### src/rtl/mft_pkg.sv
// shared types and constants for the manchester frame transmitter
// no dependencies

package mft_pkg;

  localparam int unsigned PosWidth = 6;
  localparam int unsigned ByteWidth = 8;

  localparam logic [ByteWidth-1:0] CmdStar = 8'h2A;
  localparam logic [ByteWidth-1:0] CmdHash = 8'h23;

  localparam logic [PosWidth-1:0] ToggleEnd   = 6'd10;
  localparam logic [PosWidth-1:0] PreambleEnd = 6'd16;
  localparam logic [PosWidth-1:0] SyncEnd     = 6'd17;
  localparam logic [PosWidth-1:0] LastPos     = 6'd33;

  typedef enum logic {
    ReqTick = 1'b0,
    ReqByte = 1'b1
  } req_type_e;

  typedef struct packed {
    logic [PosWidth-1:0]  frame_pos;
    logic                 byte_select;
    logic [ByteWidth-1:0] cmd_byte;
    logic [ByteWidth-1:0] pay_byte;
    logic                 sending;
    logic                 line;
  } tx_state_t;

  typedef struct packed {
    logic line_level;
    logic frame_done;
  } tx_result_t;

endpackage

### src/rtl/mft_in_if.sv
// input channel of the frame transmitter: request type and received byte
// depends on mft_pkg

interface mft_in_if;
  logic                          valid;
  logic                          ready;
  logic                          req_type;
  logic [mft_pkg::ByteWidth-1:0] rx_byte;

  modport source (output valid, output req_type, output rx_byte, input ready);
  modport sink   (input valid, input req_type, input rx_byte, output ready);
endinterface

### src/rtl/mft_out_if.sv
// result channel of the frame transmitter: line level and frame end flag
// no dependencies

interface mft_out_if;
  logic valid;
  logic ready;
  logic line_level;
  logic frame_done;

  modport source (output valid, output line_level, output frame_done, input ready);
  modport sink   (input valid, input line_level, input frame_done, output ready);
endinterface

### src/rtl/manchester_frame_transmitter_core.sv
// top level of the manchester frame transmitter with preamble
// depends on mft_pkg, mft_in_if, mft_out_if, mft_frame_logic, mft_out_stage
//
// in_i carries one transfer per item: req_type 0 is a bit-clock tick,
// req_type 1 a received byte in rx_byte. '*' or '#' becomes the command
// byte and stops sending; any other byte becomes the payload and starts it.
// out_o gives exactly one result per item: the line level after the item
// and frame_done, high on the tick that ends a 34-tick frame.
// the result is registered and is valid in the cycle after the input
// transfer. throughput is one item per cycle, set by the single result
// register, which accepts a new item whenever it is empty or being read.
// when the receiver stalls, the result register holds and in_i.ready falls
// until it is taken; frame state only moves on an accepted input transfer.
// reset clears the frame position, both bytes, the byte select (command
// byte first), the sending flag and the line (low), and empties the
// result register.

module manchester_frame_transmitter_core (
  input  logic     clk_i,
  input  logic     rst_ni,
  mft_in_if.sink   in_i,
  mft_out_if.source out_o
);

  mft_pkg::tx_state_t  state_q;
  mft_pkg::tx_state_t  state_d;
  mft_pkg::tx_result_t result;
  logic                free;
  logic                accept;

  assign in_i.ready = free;
  assign accept     = in_i.valid & free;

  mft_frame_logic u_logic (
    .state_i    (state_q),
    .req_type_i (in_i.req_type),
    .rx_byte_i  (in_i.rx_byte),
    .state_o    (state_d),
    .result_o   (result)
  );

  always_ff @(posedge clk_i or negedge rst_ni) begin
    if (!rst_ni) begin
      state_q <= '0;
    end else if (accept) begin
      state_q <= state_d;
    end
  end

  mft_out_stage u_out (
    .clk_i    (clk_i),
    .rst_ni   (rst_ni),
    .load_i   (accept),
    .result_i (result),
    .free_o   (free),
    .out_o    (out_o)
  );

endmodule

### src/rtl/mft_frame_logic.sv
// next-state and result logic for one transfer of the frame transmitter
// depends on mft_pkg

module mft_frame_logic (
  input  mft_pkg::tx_state_t           state_i,
  input  logic                         req_type_i,
  input  logic [mft_pkg::ByteWidth-1:0] rx_byte_i,
  output mft_pkg::tx_state_t           state_o,
  output mft_pkg::tx_result_t          result_o
);

  logic [mft_pkg::ByteWidth-1:0] data_byte;
  logic [mft_pkg::PosWidth-1:0]  data_off;
  logic [2:0]                    bit_idx;
  logic                          data_bit;
  logic                          level;
  logic                          last_tick;

  assign data_byte = state_i.byte_select ? state_i.pay_byte : state_i.cmd_byte;
  assign data_off  = state_i.frame_pos - mft_pkg::SyncEnd;
  assign bit_idx   = data_off[3:1];
  assign data_bit  = data_byte[bit_idx];
  assign last_tick = (state_i.frame_pos >= mft_pkg::LastPos);

  always_comb begin
    priority if (state_i.frame_pos == '0) begin
      level = 1'b1;
    end else if (state_i.frame_pos < mft_pkg::ToggleEnd) begin
      level = ~state_i.line;
    end else if (state_i.frame_pos < mft_pkg::PreambleEnd) begin
      level = 1'b1;
    end else if (state_i.frame_pos < mft_pkg::SyncEnd) begin
      level = 1'b0;
    end else if (last_tick) begin
      level = 1'b0;
    end else begin
      level = state_i.frame_pos[0] ? data_bit : ~data_bit;
    end
  end

  always_comb begin
    state_o             = state_i;
    result_o.frame_done = 1'b0;
    if (req_type_i == mft_pkg::ReqByte) begin
      if (rx_byte_i == mft_pkg::CmdStar || rx_byte_i == mft_pkg::CmdHash) begin
        state_o.cmd_byte = rx_byte_i;
        state_o.sending  = 1'b0;
      end else begin
        state_o.pay_byte = rx_byte_i;
        state_o.sending  = 1'b1;
      end
    end else if (!state_i.sending) begin
      state_o.frame_pos = '0;
    end else if (last_tick) begin
      state_o.line        = 1'b0;
      state_o.frame_pos   = '0;
      state_o.byte_select = ~state_i.byte_select;
      result_o.frame_done = 1'b1;
    end else begin
      state_o.line      = level;
      state_o.frame_pos = state_i.frame_pos + 1'b1;
    end
    result_o.line_level = state_o.line;
  end

endmodule

### src/rtl/mft_out_stage.sv
// result register between the frame logic and the result channel
// depends on mft_pkg and mft_out_if

module mft_out_stage (
  input  logic                clk_i,
  input  logic                rst_ni,
  input  logic                load_i,
  input  mft_pkg::tx_result_t result_i,
  output logic                free_o,
  mft_out_if.source           out_o
);

  logic                valid_q;
  logic                valid_d;
  mft_pkg::tx_result_t result_q;

  assign free_o  = ~valid_q | out_o.ready;
  assign valid_d = load_i | (valid_q & ~out_o.ready);

  always_ff @(posedge clk_i or negedge rst_ni) begin
    if (!rst_ni) begin
      valid_q <= 1'b0;
    end else begin
      valid_q <= valid_d;
    end
  end

  always_ff @(posedge clk_i) begin
    if (load_i) begin
      result_q <= result_i;
    end
  end

  assign out_o.valid      = valid_q;
  assign out_o.line_level = result_q.line_level;
  assign out_o.frame_done = result_q.frame_done;

endmodule

### src/flat_wrapper.sv
// flat-port wrapper written by rule: the top's interface ports become plain ports
module manchester_frame_transmitter_core_flat 
  (clk_i, rst_ni, in_i_valid, in_i_req_type, in_i_rx_byte, in_i_ready, out_o_valid, out_o_line_level, out_o_frame_done, out_o_ready);
  mft_in_if in_i_i ();
  mft_out_if out_o_i ();
  input  logic clk_i;
  input  logic rst_ni;
  input wire logic [$bits(in_i_i.valid)-1:0] in_i_valid;
  input wire logic [$bits(in_i_i.req_type)-1:0] in_i_req_type;
  input wire logic [$bits(in_i_i.rx_byte)-1:0] in_i_rx_byte;
  output wire logic [$bits(in_i_i.ready)-1:0] in_i_ready;
  output wire logic [$bits(out_o_i.valid)-1:0] out_o_valid;
  output wire logic [$bits(out_o_i.line_level)-1:0] out_o_line_level;
  output wire logic [$bits(out_o_i.frame_done)-1:0] out_o_frame_done;
  input wire logic [$bits(out_o_i.ready)-1:0] out_o_ready;
  assign in_i_i.valid = in_i_valid;
  assign in_i_i.req_type = in_i_req_type;
  assign in_i_i.rx_byte = in_i_rx_byte;
  assign in_i_ready = in_i_i.ready;
  assign out_o_valid = out_o_i.valid;
  assign out_o_line_level = out_o_i.line_level;
  assign out_o_frame_done = out_o_i.frame_done;
  assign out_o_i.ready = out_o_ready;
  manchester_frame_transmitter_core u_core (.clk_i(clk_i), .rst_ni(rst_ni), .in_i(in_i_i), .out_o(out_o_i));
endmodule
### config.mk
export PLATFORM = sky130hd
export DESIGN_NAME = manchester_frame_transmitter_core_flat
export DESIGN_NICKNAME = d
export VERILOG_FILES = /design/src/rtl/mft_pkg.sv /design/src/rtl/mft_in_if.sv /design/src/rtl/mft_out_if.sv /design/src/rtl/manchester_frame_transmitter_core.sv /design/src/rtl/mft_frame_logic.sv /design/src/rtl/mft_out_stage.sv /design/src/flat_wrapper.sv
export SDC_FILE = /design/constraint.sdc
export NUM_CORES = 1
export LEC_CHECK = 0
export BUFFER_PORTS_ARGS = -buffer_cell sky130_fd_sc_hd__buf_2
export CAP_MARGIN = 40
export CELL_PAD_IN_SITES_DETAIL_PLACEMENT = 1
export CELL_PAD_IN_SITES_GLOBAL_PLACEMENT = 2
export CORE_MARGIN = 2
export CORE_UTILIZATION = 28
export DETAILED_ROUTE_END_ITERATION = 16
export PLACE_DENSITY_LB_ADDON = 0.1
export SYNTH_ARGS = -nofsm -noshare
export SYNTH_HDL_FRONTEND = slang
export SYNTH_HIERARCHICAL = 1
export SYNTH_SLANG_ARGS = --single-unit
### constraint.sdc
create_clock -name clk_i -period 3 [get_ports clk_i]
set_clock_uncertainty 0.05 [all_clocks]
set_input_delay 0.3 -clock clk_i [delete_from_list [all_inputs] [get_ports clk_i]]
set_output_delay 0.3 -clock clk_i [all_outputs]
set_load 0.02 [all_outputs]
-- Word-level counts from Yosys, hierarchy flattened
Cells that the tools add are included.
- bits in registers: 28
- memory bits (writable): 0
- bits in latches: 0
- memory bits (read-only): 0
- memories kept: 0
- reduce and logical (&&, ||, !) cells: 8
- shifts and indexed selects: 0
- add/subtract/negate cells: 2
- divide/modulo/power cells: 0
- muxes and demuxes: 15
- $lt $le $gt $ge: 5
- multiply operators: 0
- equality and inequality tests: 2
- bitwise gates (word level): 12
- operators with widths (kind ; number):
    equality test 8 x 6 -> 1 bit, second input constant ; 2
    < comparator 6 x 5 -> 1 bit, second input constant ; 2
    2-to-1 mux 6 bit ; 2
    2-to-1 mux 1 bit ; 11
    2-to-1 mux 8 bit ; 1
    inverter 1 bit ; 8
    adder 6 x 1 -> 6 bit, second input constant ; 1
    >= comparator 6 bit, second input constant ; 1
    logical NOT 6 bit ; 1
    < comparator 6 x 4 -> 1 bit, second input constant ; 1
    AND reduction 3 bit ; 2
    < comparator 3 x 4 -> 1 bit, second input constant ; 1
    AND reduction 2 bit ; 2
    AND reduction 4 bit ; 1
    subtractor 4 x 1 -> 4 bit, second input constant ; 1
    binary-select mux 1 bit (select 3 bit) ; 1
    bitwise AND 1 bit ; 2
    bitwise OR 1 bit ; 2
    OR reduction 2 bit ; 1
    logical OR 1 bit ; 1

-- Logic depth before layout (Yosys ltp)
- depth after elaboration: 12
- gate-level depth with buffers: 9

-- By module
Netlist, hierarchy kept.
- by module, submodules not included (module ; area each (um2) ; cells each ; instances ; seq. area each (um2)):
    manchester_frame_transmitter_core ; 1016.0 ; 54 ; 1 ; 625.6
    mft_frame_logic ; 663.1 ; 85 ; 1 ; 0.0
    mft_out_stage ; 107.6 ; 5 ; 1 ; 85.1

-- Worst setup path before layout
OpenSTA, ideal clock, no wires.
- path kind: register to register
- start point: register u_core/state_q[19] (netlist bit)
- end point: register u_core/state_q[0] (netlist bit)
- cell stages (with the launch flop): 10
- required time: 2825 ps
- arrival: 2892 ps
- clock period less this slack: 3066 ps
- path slack: -66 ps
- buffers on the path: 1
- cell sequence: dfrtp_1 > inv_1 > ha_1 > xor2_4 > mux4_1 > mux4_2 > xnor2_1 > a221o_1 > buf_4 > mux2_2
- RTL lines (element ; line ; RTL):
    from (decl) ; manchester_frame_transmitter_core.sv:25 ; mft_pkg::tx_state_t state_q;
    from (signal assigned) ; manchester_frame_transmitter_core.sv:46 ; state_q <= state_d;

==> metrics.txt <==
# TYPE chip_impl_metric gauge
chip_impl_metric{name="maxSlewHeadroom",unit=""} 0.4698
chip_impl_metric{name="leak_pwr",unit="nW"} 0.9336
chip_impl_metric{name="post-route-period-util",unit=""} 0.9516
chip_impl_info{name="worstSetupEndpointType",value="register"} 1
chip_impl_metric{name="finish.net_count",unit=""} 180
chip_impl_metric{name="initial_antenna_violation_count",unit=""} 0
chip_impl_metric{name="post_synth_num_cell_types",unit=""} 34
chip_impl_metric{name="worstPathArrival",unit="ps"} 2980
chip_impl_metric{name="post_synth_inst_count",unit=""} 144
chip_impl_metric{name="place.detailed.hpwl",unit="um"} 2755
chip_impl_metric{name="clk_transition_reported_paths",unit="ps"} 100
chip_impl_metric{name="syn_to_final_growth",unit="%"} 11.76
chip_impl_metric{name="floorplan.die.width",unit="um"} 83.88
chip_impl_metric{name="core.rowCount",unit=""} 29
chip_impl_info{name="regToRegStartpoint",value="u_core/state_q[20]"} 1
chip_impl_metric{name="max_clock_freq",unit="MHz"} 350.3
chip_impl_metric{name="routed_wirelength",unit="um"} 3860
chip_impl_metric{name="ys_seq_elements",unit=""} 28
chip_impl_metric{name="holdWs",unit="ps"} 268.6
chip_impl_metric{name="worst_pin_slew",unit="ps"} 795.3
chip_impl_metric{name="gp_congestion",unit=""} 0.6987
chip_impl_info{name="worstHoldPathType",value="in -> reg"} 1
chip_impl_metric{name="drc",unit=""} 0
chip_impl_metric{name="end_of_flow_core_utilization",unit=""} 0.3181
chip_impl_metric{name="detail_route.wl_per_cell",unit="um"} 16.15
chip_impl_metric{name="report.final.slew_viol_count",unit=""} 0
chip_impl_metric{name="globalRouteOverflowTotal",unit=""} 0
chip_impl_info{name="rsz0062_at_grt",value="false"} 1
chip_impl_metric{name="floorplan.io_pins",unit=""} 17
chip_impl_metric{name="vias",unit=""} 1140
chip_impl_metric{name="h_tree_level_count",unit=""} 1
chip_impl_metric{name="data_required_time_at_the_worst_endpoint",unit="ps"} 3120
chip_impl_info{name="whs_endpoint",value="u_core/u_out/out_o.valid"} 1
chip_impl_metric{name="power",unit="W"} 0.001394
chip_impl_metric{name="setup-violations-final",unit=""} 0
chip_impl_metric{name="synth_nets",unit=""} 161
chip_impl_metric{name="initial_core_util",unit=""} 0.2846
chip_impl_metric{name="core",unit="sq um"} 6277
chip_impl_metric{name="timing.final.hold_violations",unit=""} 0
chip_impl_metric{name="first_global_vias",unit=""} 1251
chip_impl_metric{name="cts_num_sinks",unit=""} 28
chip_impl_metric{name="drt-vias-per-instance",unit=""} 4.770
chip_impl_metric{name="synthesis.area_per_instance",unit="sq um"} 12.41
chip_impl_metric{name="floorplan.die.height",unit="um"} 83.88
chip_impl_metric{name="vdd_ir_drop_max",unit="mV"} 0.2447
chip_impl_metric{name="cts-buffers-inserted",unit=""} 3
chip_impl_info{name="tritoncts_clock_tree",value="built"} 1
chip_impl_info{name="status",value="finished clean"} 1
chip_impl_metric{name="detail-route-antenna-nets",unit=""} 0
chip_impl_metric{name="synth_warnings",unit=""} 6
chip_impl_info{name="clockRootBuffer",value="sky130_fd_sc_hd__clkbuf_8"} 1
chip_impl_metric{name="drt-initial-drc-count",unit=""} 44
chip_impl_info{name="worstReg2RegEnd",value="u_core/state_q[0]"} 1
chip_impl_info{name="timing.critical_path.from_type",value="register"} 1
chip_impl_metric{name="regToRegSetupSlack",unit="ps"} 150
chip_impl_metric{name="drt_pre_antenna_iters",unit=""} 4
chip_impl_metric{name="crit_fanout",unit=""} 4
chip_impl_metric{name="num_antenna_cells",unit=""} 0
chip_impl_metric{name="ys_seq_area_frac",unit=""} 0.3978
chip_impl_metric{name="die_outline_area",unit="sq um"} 7036
chip_impl_metric{name="netlist_area",unit="sq um"} 1787
chip_impl_metric{name="wire_length_of_the_first_global_routing_pass",unit="um"} 6437
chip_impl_info{name="crit_type",value="reg -> reg"} 1
chip_impl_metric{name="min_path_cells",unit=""} 3
chip_impl_metric{name="ff2ff_path_depth",unit=""} 8
chip_impl_metric{name="timing.setup.tns",unit="ps"} 0
chip_impl_metric{name="powerDensity",unit="nW/um^2"} 698.2
chip_impl_metric{name="number_of_max_capacitance_violations_reported",unit=""} 0
chip_impl_info{name="min_from",value="out_o_ready"} 1
chip_impl_metric{name="ctsLongestPathBuffers",unit=""} 2
chip_impl_metric{name="pin_count_of_the_biggest_net_entering_global_routing",unit=""} 27
chip_impl_metric{name="io_buffer_count",unit=""} 16
chip_impl_metric{name="global_route.usage.total",unit=""} 0.1172
chip_impl_metric{name="fraction_of_layout_instances_using_a_drive_strength_above_1",unit=""} 0.4136
chip_impl_metric{name="clk-insertion-delay-late",unit="ps"} 280
chip_impl_metric{name="finalWorstPathRequiredPeriod",unit="ps"} 2855
-- stage by stage --
step	setup slack (ps)	instances	instance area, sq um
finish	145.3	239	1997
global route	21.88	239	1997
detailed placement	37.46	233	1949
global placement	140.2	233	1949
CTS	31.28	238	2004
floorplan	12.84	144	1799
-- synthesized netlist by cell type --
cell,count,share of area
sky130_fd_sc_hd__xor2_1,4,0.020
sky130_fd_sc_hd__nand2b_1,2,0.0070
sky130_fd_sc_hd__nand3_1,3,0.0084
sky130_fd_sc_hd__mux4_2,1,0.013
sky130_fd_sc_hd__o21ai_0,5,0.014
sky130_fd_sc_hd__mux4_1,4,0.059
sky130_fd_sc_hd__nand2_4,1,0.0063
sky130_fd_sc_hd__nor3_1,1,0.0028
sky130_fd_sc_hd__a221o_1,1,0.0056
sky130_fd_sc_hd__a21oi_1,6,0.017
sky130_fd_sc_hd__xnor2_1,1,0.0049
sky130_fd_sc_hd__nand3b_1,1,0.0042
sky130_fd_sc_hd__a22o_1,4,0.020
sky130_fd_sc_hd__and2_1,4,0.014
sky130_fd_sc_hd__buf_6,3,0.019
sky130_fd_sc_hd__nor4bb_1,1,0.0056
sky130_fd_sc_hd__inv_1,7,0.015
sky130_fd_sc_hd__dfrtp_1,26,0.36
sky130_fd_sc_hd__mux2_4,19,0.16
sky130_fd_sc_hd__o21a_1,1,0.0042
sky130_fd_sc_hd__xor2_4,1,0.015
sky130_fd_sc_hd__nand4_1,2,0.0070
sky130_fd_sc_hd__nand2b_2,1,0.0049
sky130_fd_sc_hd__clkbuf_1,4,0.0084
sky130_fd_sc_hd__nor2_1,7,0.015
sky130_fd_sc_hd__nand2_1,11,0.023
sky130_fd_sc_hd__mux2i_1,1,0.0056
sky130_fd_sc_hd__a31o_2,1,0.0049
sky130_fd_sc_hd__mux2_2,12,0.076
sky130_fd_sc_hd__ha_1,4,0.028
sky130_fd_sc_hd__nand2b_4,1,0.0077
sky130_fd_sc_hd__edfxtp_1,2,0.034
sky130_fd_sc_hd__a2111oi_0,1,0.0049
sky130_fd_sc_hd__buf_4,1,0.0042
-- metal layers --
layer | wire length (um) | GRT usage | up-vias
met3 | 101 | 0.02671 | 2
met1 | 1735 | 0.1432 | 580
li1 | - | - | 546
met4 | 24 | 0.02639 | 0
met5 | 0 | 0 | -
met2 | 1998 | 0.2095 | 12
-- worst max path at each step --
stage | start | endpoint | cells after the start | slack, ps
2_1_floorplan | u_core/state_q[19] | u_core/state_q[0] | 9 | 10
3_3_place_gp | u_core/state_q[19] | u_core/state_q[0] | 8 | 140
3_5_place_dp | u_core/state_q[19] | u_core/state_q[0] | 8 | 40
4_1_cts | u_core/state_q[19] | u_core/state_q[0] | 8 | 30
5_1_grt | u_core/state_q[20] | u_core/state_q[0] | 8 | 20
6_report | u_core/state_q[20] | u_core/state_q[0] | 8 | 150
-- kinds of logic after synthesis --
| kind of cell | Yosys count | synth area share |
|---|---|---|
| buffers and inverters | 15 | 0.04622 |
| DFF | 28 | 0.3978 |
| adders and majority gates | 4 | 0.02801 |
| xor gates and xnor gates | 6 | 0.03992 |
| and+or+nand+nor | 35 | 0.1057 |
| AOI/OAI and AO/OA | 19 | 0.07003 |
| muxes | 37 | 0.3123 |
-- critical path: stages, from the launching register on --
cell and delay (ps):
sky130_fd_sc_hd__dfrtp_1 390, sky130_fd_sc_hd__inv_1 110, sky130_fd_sc_hd__ha_4 180, sky130_fd_sc_hd__xor2_4 250, sky130_fd_sc_hd__mux4_2 540, sky130_fd_sc_hd__mux4_2 480
sky130_fd_sc_hd__xnor2_1 150, sky130_fd_sc_hd__a221o_1 340, sky130_fd_sc_hd__mux2_2 260
-- what timing repair did --
item | in CTS | in global routing
hold endpoints to repair | 12 | 0
hold buffers | 1 | 0
gates resized for setup | 0 | 5
setup endpoints to repair | 0 | 1
buffers inserted | 0 | 1
-- registers in the layout, indices dropped and copies added, names as in the netlist --
signal	count
u_core/state_q	25
u_core/u_out/out_o.frame_done	1
u_core/u_out/out_o.line_level	1
u_core/u_out/out_o.valid	1
-- power by group --
part	total (W)	internal (W)	switching, W	leakage [nW]
clock	0.000218	0.0000955	0.000122	0.0228
sequential	0.000524	0.000460	0.0000647	0.355
combinational	0.000652	0.000365	0.000287	0.556
total	0.00139	0.000920	0.000474	0.934
-- layout make-up --
cell class	count	area, sq um
clock buffer	4	45.04
multi-input combinational	101	991.0
fill	717	4280
sequential	28	710.7
timing repair buffer	22	127.6
inverter	7	26.28
tap	77	96.34
-- cell usage in the layout (no fill, tap or decap) --
master | netlist | final
sky130_fd_sc_hd__edfxtp_1 | 2 | 2
sky130_fd_sc_hd__mux2_4 | 19 | 19
sky130_fd_sc_hd__and2_1 | 4 | 4
sky130_fd_sc_hd__o21a_1 | 1 | 1
sky130_fd_sc_hd__xor2_1 | 4 | 4
sky130_fd_sc_hd__a221o_1 | 1 | 1
sky130_fd_sc_hd__nand2_1 | 11 | 11
sky130_fd_sc_hd__inv_1 | 7 | 6
sky130_fd_sc_hd__ha_4 | 0 | 1
sky130_fd_sc_hd__nand3_1 | 3 | 3
sky130_fd_sc_hd__nor4bb_1 | 1 | 1
sky130_fd_sc_hd__clkbuf_8 | 0 | 3
sky130_fd_sc_hd__mux2_2 | 12 | 12
sky130_fd_sc_hd__xnor2_1 | 1 | 1
sky130_fd_sc_hd__clkbuf_1 | 4 | 1
sky130_fd_sc_hd__nand2b_2 | 1 | 1
sky130_fd_sc_hd__nor2_1 | 7 | 7
sky130_fd_sc_hd__a31o_2 | 1 | 1
sky130_fd_sc_hd__nand3b_1 | 1 | 1
sky130_fd_sc_hd__nand4_1 | 2 | 2
sky130_fd_sc_hd__nand2b_4 | 1 | 1
sky130_fd_sc_hd__nand2_4 | 1 | 1
sky130_fd_sc_hd__mux2i_1 | 1 | 1
sky130_fd_sc_hd__nand2b_1 | 2 | 2
sky130_fd_sc_hd__mux4_2 | 1 | 5
sky130_fd_sc_hd__dfrtp_1 | 26 | 26
sky130_fd_sc_hd__nor3_1 | 1 | 1
sky130_fd_sc_hd__ha_1 | 4 | 3
sky130_fd_sc_hd__a2111oi_0 | 1 | 1
sky130_fd_sc_hd__a22o_1 | 4 | 4
sky130_fd_sc_hd__o21ai_0 | 5 | 5
sky130_fd_sc_hd__inv_2 | 0 | 1
sky130_fd_sc_hd__buf_4 | 1 | 5
sky130_fd_sc_hd__a21oi_1 | 6 | 6
sky130_fd_sc_hd__xor2_4 | 1 | 1
sky130_fd_sc_hd__dlygate4sd3_1 | 0 | 1
sky130_fd_sc_hd__buf_2 | 0 | 16
Power figures use the tool's default switching activity.
